$ cat src/hdl/hfwbs_pkg.sv
// Shared types and constants for the half-frame white balance steering unit.
`timescale 1ns / 1ps
package hfwbs_pkg;

  localparam int HFWBS_MAX_WIDTH  = 256;
  localparam int HFWBS_MAX_HEIGHT = 256;

  localparam int PIX_W   = 8;
  localparam int THR_W   = 8;
  localparam int GEOM_W  = 9;
  localparam int GAIN_W  = 7;
  localparam int CNT_W   = 17;
  localparam int STEER_W = 8;
  localparam int QUO_W   = 7;
  localparam int TOT_W   = CNT_W + 1;
  localparam int PROD_W  = CNT_W + GAIN_W;
  localparam int DVS_W   = TOT_W + QUO_W - 1;
  localparam int STEP_W  = $clog2(QUO_W);

  localparam int CFG_IDX_W  = 2;
  localparam int CFG_DATA_W = 9;
  localparam int OUT_DATA_W = 48;

  localparam logic [THR_W-1:0]  THR_RESET    = THR_W'(128);
  localparam logic [GEOM_W-1:0] WIDTH_RESET  = GEOM_W'(96);
  localparam logic [GEOM_W-1:0] HEIGHT_RESET = GEOM_W'(96);
  localparam logic [GAIN_W-1:0] GAIN_RESET   = GAIN_W'(50);
  localparam logic [CNT_W-1:0]  COUNT_MAX    = '1;

  typedef enum logic [CFG_IDX_W-1:0] {
    REG_THRESHOLD = 2'd0,
    REG_WIDTH     = 2'd1,
    REG_HEIGHT    = 2'd2,
    REG_GAIN      = 2'd3
  } cfg_reg_t;

  typedef struct packed {
    logic accept;
    logic load;
    logic mul;
    logic step;
  } hfwbs_cmd_t;

  typedef struct packed {
    logic at_end;
    logic last_pix;
  } hfwbs_sts_t;

endpackage

$ cat src/hdl/half_frame_white_balance_steering_unit.sv
// Top level of the half-frame white balance steering unit.
`timescale 1ns / 1ps
// Counts pixels brighter than threshold_level in the left and right halves of each
// raster frame and, after the last pixel, returns both counts and the steering value
// turn_gain*(right-left)/(left+right) truncated toward zero (0 when nothing is white).
// Pixels are taken one per clock. After a frame's last pixel its result goes through
// a multiply state, then seven steps of the restoring divider, the last of which also
// raises out_tvalid. The divider registers hold one result; while they are busy, a
// pixel at the position that ends the next frame waits (in_tready low), so a frame that
// ends before the divide is done, or a result left untaken, adds stall cycles. Pixels
// elsewhere in the frame are never held. frame_start restarts counting and drops a
// partial frame.
module half_frame_white_balance_steering_unit import hfwbs_pkg::*; #(
  parameter int MAX_WIDTH  = HFWBS_MAX_WIDTH,
  parameter int MAX_HEIGHT = HFWBS_MAX_HEIGHT
) (
  input  logic                  clk,
  input  logic                  rst_n,
  input  logic                  cfg_we,
  input  logic [CFG_IDX_W-1:0]  cfg_index,
  input  logic [CFG_DATA_W-1:0] cfg_wdata,
  input  logic                  in_tvalid,
  output logic                  in_tready,
  input  logic [PIX_W-1:0]      in_tdata,   // [7:0] pixel_value
  input  logic                  in_tuser,   // [0] frame_start
  output logic                  out_tvalid,
  input  logic                  out_tready,
  output logic [OUT_DATA_W-1:0] out_tdata   // [7:0] steering, [24:8] left count,
                                            // [41:25] right count, [47:42] zero
);

  hfwbs_cmd_t          cmd;
  hfwbs_sts_t          sts;
  logic [STEER_W-1:0]  steering;
  logic [CNT_W-1:0]    left_count, right_count;

  hfwbs_ctrl u_ctrl (
    .clk        (clk),
    .rst_n      (rst_n),
    .in_tvalid  (in_tvalid),
    .in_tready  (in_tready),
    .out_tvalid (out_tvalid),
    .out_tready (out_tready),
    .sts        (sts),
    .cmd        (cmd)
  );

  hfwbs_datapath #(
    .MAX_WIDTH  (MAX_WIDTH),
    .MAX_HEIGHT (MAX_HEIGHT)
  ) u_datapath (
    .clk         (clk),
    .rst_n       (rst_n),
    .cfg_we      (cfg_we),
    .cfg_index   (cfg_index),
    .cfg_wdata   (cfg_wdata),
    .pixel_value (in_tdata),
    .frame_start (in_tuser),
    .cmd         (cmd),
    .sts         (sts),
    .steering    (steering),
    .left_count  (left_count),
    .right_count (right_count)
  );

  assign out_tdata = {{(OUT_DATA_W - STEER_W - 2*CNT_W){1'b0}},
                      right_count, left_count, steering};

endmodule

$ cat src/hdl/hfwbs_ctrl.sv
// Controller: input flow control and sequencing of the end-of-frame divide.
`timescale 1ns / 1ps
module hfwbs_ctrl import hfwbs_pkg::*; (
  input  logic       clk,
  input  logic       rst_n,
  input  logic       in_tvalid,
  output logic       in_tready,
  output logic       out_tvalid,
  input  logic       out_tready,
  input  hfwbs_sts_t sts,
  output hfwbs_cmd_t cmd
);

  typedef enum logic [1:0] {S_IDLE, S_MUL, S_DIV, S_OUT} state_t;

  state_t            state_r, state_nxt;
  logic [STEP_W-1:0] cnt_r, cnt_nxt;
  logic              out_valid_r, out_valid_nxt;

  assign in_tready  = !(sts.at_end && (state_r != S_IDLE));
  assign out_tvalid = out_valid_r;

  always_comb begin
    cmd.accept = in_tvalid && in_tready;
    cmd.load   = cmd.accept && sts.last_pix;
    cmd.mul    = (state_r == S_MUL);
    cmd.step   = (state_r == S_DIV);
  end

  always_comb begin
    state_nxt     = state_r;
    cnt_nxt       = cnt_r;
    out_valid_nxt = out_valid_r;
    case (state_r)
      S_IDLE: begin
        if (cmd.load) begin
          state_nxt = S_MUL;
        end
      end
      S_MUL: begin
        state_nxt = S_DIV;
        cnt_nxt   = STEP_W'(QUO_W - 1);
      end
      S_DIV: begin
        if (cnt_r == '0) begin
          state_nxt     = S_OUT;
          out_valid_nxt = 1'b1;
        end else begin
          cnt_nxt = cnt_r - 1'b1;
        end
      end
      S_OUT: begin
        if (out_tready) begin
          state_nxt     = S_IDLE;
          out_valid_nxt = 1'b0;
        end
      end
      default: begin
        state_nxt     = S_IDLE;
        out_valid_nxt = 1'b0;
      end
    endcase
  end

  always_ff @(posedge clk) begin
    if (!rst_n) begin
      state_r     <= S_IDLE;
      cnt_r       <= '0;
      out_valid_r <= 1'b0;
    end else begin
      state_r     <= state_nxt;
      cnt_r       <= cnt_nxt;
      out_valid_r <= out_valid_nxt;
    end
  end

endmodule

$ cat src/hdl/hfwbs_datapath.sv
// Datapath: config registers, raster position, white counters and restoring divider.
`timescale 1ns / 1ps
module hfwbs_datapath import hfwbs_pkg::*; #(
  parameter int MAX_WIDTH  = HFWBS_MAX_WIDTH,
  parameter int MAX_HEIGHT = HFWBS_MAX_HEIGHT
) (
  input  logic                  clk,
  input  logic                  rst_n,
  input  logic                  cfg_we,
  input  logic [CFG_IDX_W-1:0]  cfg_index,
  input  logic [CFG_DATA_W-1:0] cfg_wdata,
  input  logic [PIX_W-1:0]      pixel_value,
  input  logic                  frame_start,
  input  hfwbs_cmd_t            cmd,
  output hfwbs_sts_t            sts,
  output logic [STEER_W-1:0]    steering,
  output logic [CNT_W-1:0]      left_count,
  output logic [CNT_W-1:0]      right_count
);

  localparam int CW  = $clog2(MAX_WIDTH);
  localparam int RW  = (MAX_HEIGHT > 1) ? $clog2(MAX_HEIGHT) : 1;
  localparam int GWA = $clog2(MAX_WIDTH + 1);
  localparam int GHA = $clog2(MAX_HEIGHT + 1);
  localparam int GW  = (GWA > GEOM_W) ? GWA : GEOM_W;
  localparam int GH  = (GHA > GEOM_W) ? GHA : GEOM_W;

  logic [THR_W-1:0]  thr_r;
  logic [GEOM_W-1:0] fw_r, fh_r;
  logic [GAIN_W-1:0] gain_r;

  logic [CW-1:0]    col_r, col_eff;
  logic [RW-1:0]    row_r, row_eff;
  logic [CNT_W-1:0] left_r, right_r, left_eff, right_eff, left_nxt, right_nxt;

  logic [GW-1:0] fw_x, w_c;
  logic [GH-1:0] fh_x, h_c;
  logic          white, is_left, last_col, last_row;

  logic [CNT_W-1:0]  lres_r, rres_r;
  logic [GAIN_W-1:0] gres_r;
  logic [CNT_W-1:0]  diff;
  logic [TOT_W-1:0]  total;
  logic [PROD_W-1:0] rem_r;
  logic [DVS_W-1:0]  dvs_r;
  logic [QUO_W-1:0]  quo_r;
  logic              neg_r, nz_r, take;

  always_ff @(posedge clk) begin
    if (!rst_n) begin
      thr_r  <= THR_RESET;
      fw_r   <= WIDTH_RESET;
      fh_r   <= HEIGHT_RESET;
      gain_r <= GAIN_RESET;
    end else if (cfg_we) begin
      case (cfg_index)
        REG_THRESHOLD: thr_r  <= cfg_wdata[THR_W-1:0];
        REG_WIDTH:     fw_r   <= cfg_wdata[GEOM_W-1:0];
        REG_HEIGHT:    fh_r   <= cfg_wdata[GEOM_W-1:0];
        REG_GAIN:      gain_r <= cfg_wdata[GAIN_W-1:0];
        default: ;
      endcase
    end
  end

  always_comb begin
    fw_x = GW'(fw_r);
    fh_x = GH'(fh_r);
    if (fw_x < GW'(2))              w_c = GW'(2);
    else if (fw_x > GW'(MAX_WIDTH)) w_c = GW'(MAX_WIDTH);
    else                            w_c = fw_x;
    if (fh_x < GH'(1))               h_c = GH'(1);
    else if (fh_x > GH'(MAX_HEIGHT)) h_c = GH'(MAX_HEIGHT);
    else                             h_c = fh_x;

    col_eff   = frame_start ? '0 : col_r;
    row_eff   = frame_start ? '0 : row_r;
    left_eff  = frame_start ? '0 : left_r;
    right_eff = frame_start ? '0 : right_r;

    white    = pixel_value > thr_r;
    is_left  = GW'(col_eff) < (w_c >> 1);
    last_col = GW'(col_eff) >= (w_c - GW'(1));
    last_row = GH'(row_eff) >= (h_c - GH'(1));

    left_nxt  = left_eff;
    right_nxt = right_eff;
    if (white && is_left && (left_eff != COUNT_MAX))    left_nxt  = left_eff + 1'b1;
    if (white && !is_left && (right_eff != COUNT_MAX))  right_nxt = right_eff + 1'b1;

    // position part of the status ignores frame_start so ready never looks at data
    sts.at_end   = (GW'(col_r) >= (w_c - GW'(1))) && (GH'(row_r) >= (h_c - GH'(1)));
    sts.last_pix = last_col && last_row;
  end

  always_ff @(posedge clk) begin
    if (!rst_n) begin
      col_r   <= '0;
      row_r   <= '0;
      left_r  <= '0;
      right_r <= '0;
    end else if (cmd.accept) begin
      if (!last_col) begin
        col_r   <= col_eff + 1'b1;
        row_r   <= row_eff;
        left_r  <= left_nxt;
        right_r <= right_nxt;
      end else if (!last_row) begin
        col_r   <= '0;
        row_r   <= row_eff + 1'b1;
        left_r  <= left_nxt;
        right_r <= right_nxt;
      end else begin
        col_r   <= '0;
        row_r   <= '0;
        left_r  <= '0;
        right_r <= '0;
      end
    end
  end

  // divide: |gain*(r-l)| / (l+r), one quotient bit per step, MSB first
  always_comb begin
    diff  = (rres_r >= lres_r) ? (rres_r - lres_r) : (lres_r - rres_r);
    total = TOT_W'(lres_r) + TOT_W'(rres_r);
    take  = nz_r && (DVS_W'(rem_r) >= dvs_r);
  end

  always_ff @(posedge clk) begin
    if (cmd.load) begin
      lres_r <= left_nxt;
      rres_r <= right_nxt;
      gres_r <= gain_r;
    end
    if (cmd.mul) begin
      rem_r <= PROD_W'(gres_r) * PROD_W'(diff);
      dvs_r <= {total, {(QUO_W-1){1'b0}}};
      quo_r <= '0;
      neg_r <= rres_r < lres_r;
      nz_r  <= total != '0;
    end else if (cmd.step) begin
      if (take) rem_r <= rem_r - PROD_W'(dvs_r);
      quo_r <= {quo_r[QUO_W-2:0], take};
      dvs_r <= dvs_r >> 1;
    end
  end

  assign steering    = neg_r ? (STEER_W'(0) - STEER_W'(quo_r)) : STEER_W'(quo_r);
  assign left_count  = lres_r;
  assign right_count = rres_r;

endmodule

$ cat config.mk
export PLATFORM = sky130hd
export DESIGN_NAME = half_frame_white_balance_steering_unit
export DESIGN_NICKNAME = d
export VERILOG_FILES = /design/src/hdl/hfwbs_pkg.sv /design/src/hdl/half_frame_white_balance_steering_unit.sv /design/src/hdl/hfwbs_ctrl.sv /design/src/hdl/hfwbs_datapath.sv
export SDC_FILE = /design/constraint.sdc
export NUM_CORES = 1
export LEC_CHECK = 0
export BUFFER_PORTS_ARGS = -buffer_cell sky130_fd_sc_hd__buf_4
export CAP_MARGIN = 0
export CORE_ASPECT_RATIO = 0.6
export CORE_MARGIN = 2
export CORE_UTILIZATION = 50
export CTS_CLUSTER_DIAMETER = 100
export CTS_CLUSTER_SIZE = 14
export DETAILED_ROUTE_END_ITERATION = 8
export PLACE_DENSITY = 0.67
export SLEW_MARGIN = 20
export SYNTH_ARGS = -nofsm -noshare
export SYNTH_HDL_FRONTEND = slang
export SYNTH_SLANG_ARGS = --single-unit
$ cat constraint.sdc
create_clock -name clk -period 9.75 [get_ports clk]
set_input_delay 1.95 -clock clk [delete_from_list [all_inputs] [get_ports clk]]
set_output_delay 1.95 -clock clk [all_outputs]
set_load 0.005 [all_outputs]
==> run metrics, run 1 <==
DR WL/cell 20.4 um; drt total wl around 51 mm; vias in the first global route 13900; area of the die between 0.03 and 0.04 mm2; Post-Place Worst Slack 1.56 ns; Slew headroom 0.378; status completed; CP endpoint kind flop; HP Class flop to flop; synth unique cells 102; cts hold-fix bufs 0; largest family of logic cells by synthesized area adder cells; Layout Nets 2300; Worst Path Max Fanout 10; clk buf depth 2; antenna viol nets, final 0; Rows 52; Yosys top cell by area edfxtp_1; setup violators final 0; CP Data Required Time 9.96 ns; # resized after CTS 0; RSZ-0062 raised after global routing no; Worst-Margin Slew 0.929 ns; final RePlAce weighted congestion 0.936; CP Launch Type flop; total clock sinks approximately 190; antenna cells 0; # DRC 0; fmax 120 MHz; final core utilization 0.553; Post-synth top cells inv_1, ha_1, nand2_1; Worst-Skew Late Latency 0.47 ns; Synth Area per Inst roughly 8.7 um2; Via Count 14800; Die Wd 244 um; DR pass1 iterations 5; Compound-Gate Fraction of Synth Area 0.170; Slew Limit Fails 0; H-tree levels 4; Post-synth ARST share 0; Initial Util 0.511; post-synthesis mux area share 0.0245; largest net degree at the start of global routing 64; largest cells by area after synthesis edfxtp_1, ha_1, dfxtp_1; cell area after synthesis between 0.015 and 0.02 mm2; top-count cell post-synth inv_1; DR iter-0 viols 1658; Final TNS setup 0 ns; Seq/Total Area, Yosys 0.265; Most used DFF post-synth dfxtp_1; PwrDens 110 mW/mm2; VDD IR max 0.000129 V; Final Critical Period roughly 8.3 ns; Synth Area in Adders 0.218; Worst EP arrival 8.55 ns; Die Span Y 148 um; top cell type's share of synthesized area 0.147; global route overflow 0; YS warnings 0; CTS tree built; post-DR vias/cell 5.94; Boundary Pins 75; setup slack after layout 1.41 ns; Cells after Synth approximately 2000; Final HPWL DP 40.1 mm; port bufs 68; total CTS buffers 17; fin crit share 0.855; Synth Area in XOR/XNOR 0.0525; # Max-Cap Violations 0; Tot GR Track Use 0.287; CP Class flop to flop; layout cells sized above 1 0.0797; global-route wire length before repair 80.3 mm; post-synthesis register bit count 187; CORE AREA about 0.034 mm2; setup bufs post-CTS 0; initial antenna violation count 0; Root Buffer clkbuf_16; Post-synth EDFFs 85; synth-to-layout area growth 8.24%; Post-Synth Simple-Gate Area 0.205; Worst Clk Skew about 0.014 ns; Reg clk slew, reported paths 0.08 ns; Leakage 8.29 nW; Final Hold Viols 0
## flip-flops by register name, summed over array words and instances, names as in the netlist
name	flops
u_datapath.col_r	8
u_datapath.left_r	17
u_datapath.rem_r	24
u_datapath.right_count	17
u_datapath.neg_r	1
u_datapath.nz_r	1
u_datapath.row_r	8
u_datapath.thr_r	8
u_ctrl.cnt_r	3
u_datapath.gres_r	7
u_datapath.left_count	17
u_ctrl.out_tvalid	1
u_datapath.gain_r	7
u_datapath.dvs_r	24
u_datapath.quo_r	7
u_datapath.right_r	17
u_datapath.fw_r	9
u_ctrl.state_r	2
u_datapath.fh_r	9
## report_power, final
part           switching [mW]  internal (mW)
Clock                   0.370          0.353
Combinational           0.278          0.166
Sequential             0.0264          0.879
## cell type report
type / count / area [um2]
tap: 459 / 574
clock inverter: 13 / 125
sequential: 187 / 4590
inverter: 201 / 757
timing repair buffer: 82 / 616
fill: 3100 / 15200
clock buffer: 19 / 453
multi-input combinational: 1530 / 11700
## worst paths after layout
kind                                      startpoint                        endpoint  slack (ns)  cells past startpoint
hold reg to reg    u_datapath.gain_r[2]$_SDFFE_PN0P_  u_datapath.gres_r[2]$_DFFE_PP_        0.44                      0
setup / recovery  u_datapath.left_count[1]$_DFFE_PP_  u_datapath.rem_r[23]$_DFFE_PP_        1.41                     26
hold / removal     u_datapath.gain_r[2]$_SDFFE_PN0P_  u_datapath.gres_r[2]$_DFFE_PP_        0.44                      0
setup reg to reg  u_datapath.left_count[1]$_DFFE_PP_  u_datapath.rem_r[23]$_DFFE_PP_        1.41                     26
## logic make-up after synthesis
logic type      count (synthesis)
compound gates                445
xor+xnor                      104
fa+ha+maj                     256
buf+inv                       274
flops                         187
mux                            41
other cells                     1
simple gates                  678
## worst max-delay path, stage by stage (launching register included)
cell and delay, ns:
edfxtp_1 0.51, inv_1 0.18, ha_1 0.50, a21oi_1 0.20, o21ai_4 0.28, a31oi_4 0.15, o311ai_4 0.46, nor2_4 0.18
mux2i_1 0.17, xnor2_1 0.56, and2_1 0.24, fa_1 0.45, fa_1 0.52, fa_1 0.54, inv_1 0.05, fa_1 0.53
inv_1 0.04, ha_1 0.35, a21oi_1 0.24, o211ai_1 0.16, a41oi_1 0.54, o211ai_1 0.25, a221o_1 0.38, a21o_1 0.19
a21oi_1 0.16, xnor2_1 0.13, mux2i_1 0.08
## layer usage
layer / vias up / wire length (um) / track usage
met2: 588 / 19200 / 0.380
li1: 6989 / - / -
met4: 0 / 849 / 0.0716
met3: 48 / 4980 / 0.0682
met5: - / 0 / 0
met1: 7177 / 25800 / 0.458
## through the flow
stage / instance area, um2 / std cells / hold WS (ns) / total power, mW
after global placement: 18200 / 2459 / 0.419 / 1.35
after global routing: 18800 / 2491 / 0.459 / 2.17
after floorplan: 17400 / 1991 / 0.408 / 1.23
final: 18800 / 2491 / 0.442 / 2.07
after detailed placement: 18200 / 2459 / 0.417 / 1.36
after CTS: 18800 / 2491 / 0.444 / 2.08
## cell usage in the layout (no fill, tap or decap), drive strengths merged, types with 7 or more instances in the layout
master,n
xnor2,66
inv,210
buf,82
mux2i,36
a211oi,14
o31ai,10
nand2,164
or4,11
clkbuf,19
a21oi,138
nand4,16
or3b,7
fa,78
o21a,17
a31oi,19
and2,56
o211ai,9
edfxtp,85
or3,26
nor2b,58
ha,178
nor2,131
dfxtp,102
nor3,30
o21ai,93
nor4,11
nand3,61
o21bai,14
and3,20
nor3b,21
xor2,38
a22o,18
nand2b,40
a21o,51
a221oi,7
(Power assumes the default switching activity.)
==> run 2, diff against run 1 <==
--- a/config.mk
+++ b/config.mk
@@ -8,7 +8,6 @@
 export BUFFER_PORTS_ARGS = -buffer_cell sky130_fd_sc_hd__buf_4
 export CAP_MARGIN = 0
 export CORE_ASPECT_RATIO = 0.6
-export CORE_MARGIN = 2
 export CORE_UTILIZATION = 50
 export CTS_CLUSTER_DIAMETER = 100
 export CTS_CLUSTER_SIZE = 14
==> run 2 against run 1 <==
  * Fmax shrank 0.50%
  * Routed wire length shrank 0.45%
  * Register-to-register slack lost 0.04 ns
  * Critical endpoint is now u_datapath.rem_r[22]$_DFFE_PP_
  * Final cell count is the same
  * Sequential power is essentially flat
  * Largest cell class unchanged
  * Worst hold slack lost 0.0099 ns
==> run metrics, run 2 (same netlist as run 1, synthesis figures left out) <==
port bufs 68 (unchanged); Worst Path Max Fanout 10 (unchanged); global route overflow 0 (unchanged); Leakage 8.29 nW (about the same); Largest stage delay, worst path 0.76 ns (+0.20 ns); internal power 1.43 mW (+2.4%); Boundary Pins 75 (unchanged); DR iter-0 viols 1562 (-5.8%); HP Class flop to flop; cts hold-fix bufs 0 (unchanged); Reg power frac 0.431 (-0.006); Tot GR Track Use 0.287 (about the same); CORE AREA 0.0339 mm2 (-0.19%); global-route wire length before repair 79.1 mm (-1.4%); Slew Limit Fails 0 (unchanged); layout cells sized above 1 0.0802 (+0.000492); setup violators final 0 (unchanged); P_sw 0.670 mW (-0.75%); VDD IR max 0.000128 V (-0.64%); DR WL/cell 20.3 um (-0.45%); Slew headroom 0.317 (-0.0610); Die Wd 242 um (-0.82%); antenna cells 0 (unchanged); PwrDens 112 mW/mm2 (+1.2%); CP endpoint kind flop; Layout fillers 3088 (-0.39%); drt total wl 50.6 mm (-0.45%); commonest non-fill, non-tap cells in the layout inv_1, ha_1, nand2_1; Worst-Skew Late Latency 0.47 ns (about the same); area of the die 0.0355 mm2 (-2.2%); CP Launch Type flop; CP Data Required Time 9.92 ns (-0.04 ns); dpl cells 2459 (unchanged); # Max-Cap Violations 0 (unchanged); fin cells 2491 (unchanged); Worst EP arrival 8.55 ns (about the same); status completed; fraction of power spent switching nets 0.319 (-0.00684); Rows 52 (unchanged); largest net degree at the start of global routing 74 (+16%); crit-path most repeated cell fa_1; final RePlAce weighted congestion 0.938 (+0.22%); fmax 119 MHz (-0.50%); post-DR vias/cell 5.94 (about the same); # resized after CTS 0 (unchanged); Worst-Margin Slew 1.02 ns (+0.0885 ns); antenna viol nets, final 0 (unchanged); Initial Util 0.512 (+0.000980); RSZ-0062 raised after global routing no; Bufs and invs on worst path 3 (unchanged); Final Critical Period 8.38 ns (+0.0423 ns); Via Count 14800 (+0.020%); DR pass1 iterations 5 (unchanged); critical path's top delay family adder cells; Final TNS setup 0 ns (unchanged); clock power share 0.353 (+0.004); commonest non-fill, non-tap cell in the layout inv_1; Logic pwr share 0.216 (+0.002); Worst Clk Skew 0.0230 ns (+0.00881 ns); CTS tree built; clk buf depth 2 (unchanged); Die Span Y 146 um (-1.3%); total clock sinks 187 (unchanged); Layout Nets 2300 (unchanged); CP max-delay cell xnor2_1; vias in the first global route 13900 (-0.49%); Final HPWL DP 39.8 mm (-0.80%); Reg clk slew, reported paths 0.08 ns (about the same); CP Class flop to flop; fin crit share 0.860 (+0.00434); Final Hold Viols 0 (unchanged); Root Buffer clkbuf_16; # DRC 0 (unchanged); biggest regs u_datapath.dvs_r: 24 flops, u_datapath.rem_r: 24 flops; initial antenna violation count 0 (unchanged); synth-to-layout area growth 8.44%; total CTS buffers 17 (unchanged); H-tree levels 4 (unchanged); setup bufs post-CTS 0 (unchanged)
run 2: stage by stage:
stage	util	hold WS (ns)	worst slack, ns	cell area, um2	power [mW]
3_5_place_dp	0.537	0.417	1.48	18200	1.36
2_1_floorplan	-	0.408	2.62	17400	1.23
6_report	0.555	0.432	1.37	18800	2.10
3_3_place_gp	0.537	0.417	1.50	18200	1.35
5_1_grt	0.555	0.444	0.884	18800	2.19
4_1_cts	0.555	0.433	1.44	18800	2.10
run 2: routing by layer:
| layer | GRT usage | routed length, um | up-vias |
|---|---|---|---|
| li1 | - | - | 6985 |
| met1 | 0.462 | 25600 | 7172 |
| met2 | 0.381 | 19400 | 617 |
| met3 | 0.0675 | 5120 | 31 |
| met4 | 0.0566 | 511 | 0 |
| met5 | 0 | 0 | - |
run 2: worst reg2reg max path: cells and delay by family, from the launching register on:
| kind | cells | cell delay, ns |
|---|---|---|
| xor+xnor | 2 | 0.94 |
| fa+ha+maj | 6 | 2.78 |
| simple gates | 3 | 0.86 |
| compound gates | 11 | 2.73 |
| buf+inv | 3 | 0.18 |
| mux | 1 | 0.15 |
| flops | 1 | 0.45 |
run 2: final timing paths:
check                                         to                               start  depth (start not counted)  slack [ns]
hold / removal    u_datapath.gres_r[0]$_DFFE_PP_   u_datapath.gain_r[0]$_SDFFE_PN0P_                          0        0.43
setup reg to reg  u_datapath.rem_r[22]$_DFFE_PP_  u_datapath.left_count[3]$_DFFE_PP_                         26        1.37
setup / recovery  u_datapath.rem_r[22]$_DFFE_PP_  u_datapath.left_count[3]$_DFFE_PP_                         26        1.37
hold reg to reg   u_datapath.gres_r[0]$_DFFE_PP_   u_datapath.gain_r[0]$_SDFFE_PN0P_                          0        0.43
run 2: area by class of cell:
| type | count | area, um2 | area share |
|---|---|---|---|
| flip-flops and latches | 187 | 4590 | 0.244 |
| inverters | 201 | 757 | 0.0403 |
| well taps | 459 | 574 | 0.0305 |
| multi-input cells | 1530 | 11700 | 0.620 |
| clock buffers | 18 | 429 | 0.0228 |
| repair buffers | 82 | 616 | 0.0327 |
| clock inverters | 14 | 180 | 0.00958 |
run 2: power groups by stage:
stage | Sequential (mW) | Combinational (mW) | Clock [mW]
3_5_place_dp | 0.922 | 0.442 | 0
5_1_grt | 0.909 | 0.500 | 0.781
6_report | 0.906 | 0.453 | 0.742
3_3_place_gp | 0.921 | 0.430 | 0
2_1_floorplan | 0.912 | 0.319 | 0
4_1_cts | 0.905 | 0.445 | 0.750
==> run 3, diff against run 2 <==
--- a/config.mk
+++ b/config.mk
@@ -5,9 +5,11 @@
 export SDC_FILE = /design/constraint.sdc
 export NUM_CORES = 1
 export LEC_CHECK = 0
+export ABC_AREA = 1
 export BUFFER_PORTS_ARGS = -buffer_cell sky130_fd_sc_hd__buf_4
 export CAP_MARGIN = 0
 export CORE_ASPECT_RATIO = 0.6
+export CORE_MARGIN = 2
 export CORE_UTILIZATION = 50
 export CTS_CLUSTER_DIAMETER = 100
 export CTS_CLUSTER_SIZE = 14
==> run 3 against run 2 <==
  * Critical path depth is 3 higher
  * Final cell count rose by 21%
  * Highest routed layer is now met5
  * Critical path type unchanged
  * Largest power group is now combinational logic
  * Critical endpoint is now u_datapath.rem_r[16]$_DFFE_PP_
  * Clock power is 4.4% lower
  * Via count up 14%
==> run metrics, run 3 <==
internal power 1.88 mW (+31%); Worst Path Max Fanout 17 (+7); DR WL/cell 19.1 um (-5.8%); # Max-Cap Violations 0 (unchanged); fmax 119 MHz (about the same); Design Area, Final 0.0193 mm2 (+2.4%); P_sw 1.45 mW (+120%); Post-synth ARST share 0 (unchanged); cell area after synthesis 0.0179 mm2 (+3.3%); cts hold-fix bufs 0 (unchanged); Worst Setup SP u_datapath.right_count[12]$_DFFE_PP_; synth-to-layout area growth 7.46%; post-DR vias/cell 5.59 (-5.9%); synth unique cells 55 (-46%); Seq/Total Area, Yosys 0.256 (-0.00858); Final TNS setup 0 ns (unchanged); HP Class flop to flop; final core utilization 0.548 (-0.00679); final RePlAce weighted congestion 0.979 (+4.4%); total CTS buffers 17 (unchanged); clock power share 0.213 (-0.140); # DRC 0 (unchanged); Synth Area in XOR/XNOR 0.0450 (-0.00757); Final Hold Viols 0 (unchanged); Yosys top cell by area edfxtp_1; setup violators final 0 (unchanged); antenna viol nets, final 0 (unchanged); Rows 53 (+1.9%); Boundary Pins 75 (unchanged); top-count cell post-synth nand2_1; layout cells sized above 1 0.0522 (-0.0280); CTS tree built; largest family of logic cells by synthesized area simple AND/OR/NAND/NOR gates; Die Span Y 151 um (+3.0%); global-route wire length before repair 90.0 mm (+14%); setup bufs post-CTS 0 (unchanged); clk buf depth 2 (unchanged); # resized after CTS 0 (unchanged); CP max-delay cell ha_1; Pwr Total 3.32 mW (+58%); Reg clk slew, reported paths 0.08 ns (about the same); post-synthesis register bit count 187 (unchanged); Slew headroom 0.213 (-0.104); global route overflow 0 (unchanged); largest net degree at the start of global routing 56 (-24%); Worst EP arrival 8.59 ns (+0.04 ns); Post-synth EDFFs 85 (unchanged); Worst-Skew Late Latency 0.46 ns (about the same); cells on worst reg2reg path 29 (+12%); DP Area 0.0187 mm2 (+2.8%); DR iter-0 viols 1887 (+21%); vias in the first global route 15600 (+12%); reg-to-reg slack, setup 1.36 ns (about the same); Worst-Margin Slew 1.17 ns (+0.151 ns); port bufs 68 (unchanged); Via Count 16900 (+14%); CP endpoint kind flop; Die Wd 248 um (+2.5%); Largest stage delay, worst path 0.61 ns (-0.15 ns); fin crit share 0.860 (about the same); Cells after Synth 2513 (+27%); antenna cells 0 (unchanged); Slew Limit Fails 0 (unchanged); status completed; Synth Area per Inst 7.13 um2 (-18%); area of the die 0.0374 mm2 (+5.6%); Reg power frac 0.337 (-0.094); Post-synth top cells nand2_1, inv_1, nor2_1; YS warnings 0 (unchanged); Worst Clk Skew 0.0177 ns (-0.00532 ns); hold slack 0.430 ns (-0.00211 ns); initial antenna violation count 0 (unchanged); PwrDens 173 mW/mm2 (+54%); Worst R2R End u_datapath.rem_r[16]$_DFFE_PP_; RSZ-0062 raised after global routing no; Initial Util 0.510 (-0.00166); Final HPWL DP 46.1 mm (+16%); CP Launch Type flop; Post-Place Worst Slack 1.65 ns (+0.172 ns); largest cells by area after synthesis edfxtp_1, ha_1, dfxtp_1; biggest regs u_datapath.dvs_r: 24 flops, u_datapath.rem_r: 24 flops; Synth Area in Adders 0.211 (-0.00708); H-tree levels 4 (unchanged); Post-Synth Simple-Gate Area 0.242 (+0.0372); CORE AREA 0.0351 mm2 (+3.7%); total clock sinks 187 (unchanged); commonest non-fill, non-tap cell in the layout nand2_1; CP Class flop to flop; worst r2r src u_datapath.right_count[12]$_DFFE_PP_; Final Critical Period 8.39 ns (+0.00502 ns); Compound-Gate Fraction of Synth Area 0.139 (-0.0309); setup slack after layout 1.36 ns (-0.00502 ns); drt total wl 57.6 mm (+14%); Root Buffer clkbuf_16; post-synthesis mux area share 0 (-0.0245); Tot GR Track Use 0.313 (+0.0257); fin cells 3016 (+21%); Setup crit end u_datapath.rem_r[16]$_DFFE_PP_; Layout Nets 2817 (+22%); fraction of power spent switching nets 0.436 (+0.117); CP Data Required Time 9.95 ns (+0.03 ns); dpl cells 2984 (+21%); Leakage 9.17 nW (+11%); Logic pwr share 0.450 (+0.234); DR pass1 iterations 5 (unchanged); commonest non-fill, non-tap cells in the layout nand2_1, inv_1, nor2_1; top cell type's share of synthesized area 0.142 (-0.00477); VDD IR max 0.000210 V (+64%); Most used DFF post-synth dfxtp_1
run 3: power by group through the flow:
stage,combinational [mW],clock [mW],sequential (mW)
2_1_floorplan,1.01,0,1.11
3_3_place_gp,1.42,0,1.13
3_5_place_dp,1.45,0,1.13
4_1_cts,1.46,0.727,1.12
5_1_grt,1.69,0.752,1.13
6_report,1.49,0.709,1.12
run 3: how the worst min path moves through the flow:
stage,to,cells past startpoint,start,slack [ns]
2_1_floorplan,u_datapath.gres_r[0]$_DFFE_PP_,0,u_datapath.gain_r[0]$_SDFFE_PN0P_,0.40
3_3_place_gp,u_datapath.gres_r[3]$_DFFE_PP_,0,u_datapath.gain_r[3]$_SDFFE_PN0P_,0.41
3_5_place_dp,u_datapath.gres_r[3]$_DFFE_PP_,0,u_datapath.gain_r[3]$_SDFFE_PN0P_,0.41
4_1_cts,u_datapath.gres_r[0]$_DFFE_PP_,0,u_datapath.gain_r[0]$_SDFFE_PN0P_,0.43
5_1_grt,u_datapath.gres_r[3]$_DFFE_PP_,0,u_datapath.gain_r[3]$_SDFFE_PN0P_,0.44
6_report,u_datapath.gres_r[3]$_DFFE_PP_,0,u_datapath.gain_r[3]$_SDFFE_PN0P_,0.43
run 3: critical path, delay by kind of cell (launching register included):
| kind | cells | cell delay, ns |
|---|---|---|
| flip-flops | 1 | 0.46 |
| buffers and inverters | 6 | 0.61 |
| AND/OR/NAND/NOR | 12 | 2.46 |
| AO/OA/AOI/OAI | 5 | 1.52 |
| adder cells (fa/ha/maj) | 6 | 3.07 |
run 3: kinds of logic (layout without fill, tap and decap cells):
family,count (synthesis),count (layout)
AND/OR/NAND/NOR,1045,1045
AO/OA/AOI/OAI,454,454
buffers and inverters,478,509
XOR/XNOR,92,92
other,1,6
flip-flops,187,187
adder cells (fa/ha/maj),256,256
run 3: cell type report:
type                       instances  area (um2)
tap                              467         584
sequential                       187        4590
fill                            3468       15900
clock buffer                      19         433
inverter                         404        1520
clock inverter                    13         130
multi-input combinational       1853       11500
timing repair buffer              73         548
run 3: routing by layer:
metal | track usage | share of wire | up-vias
met1 | 0.487 | 0.50 | 7902
li1 | - | - | 8170
met3 | 0.112 | 0.13 | 39
met2 | 0.406 | 0.37 | 746
met5 | 0.0247 | 0.0023 | -
met4 | 0.0482 | 0.0089 | 2
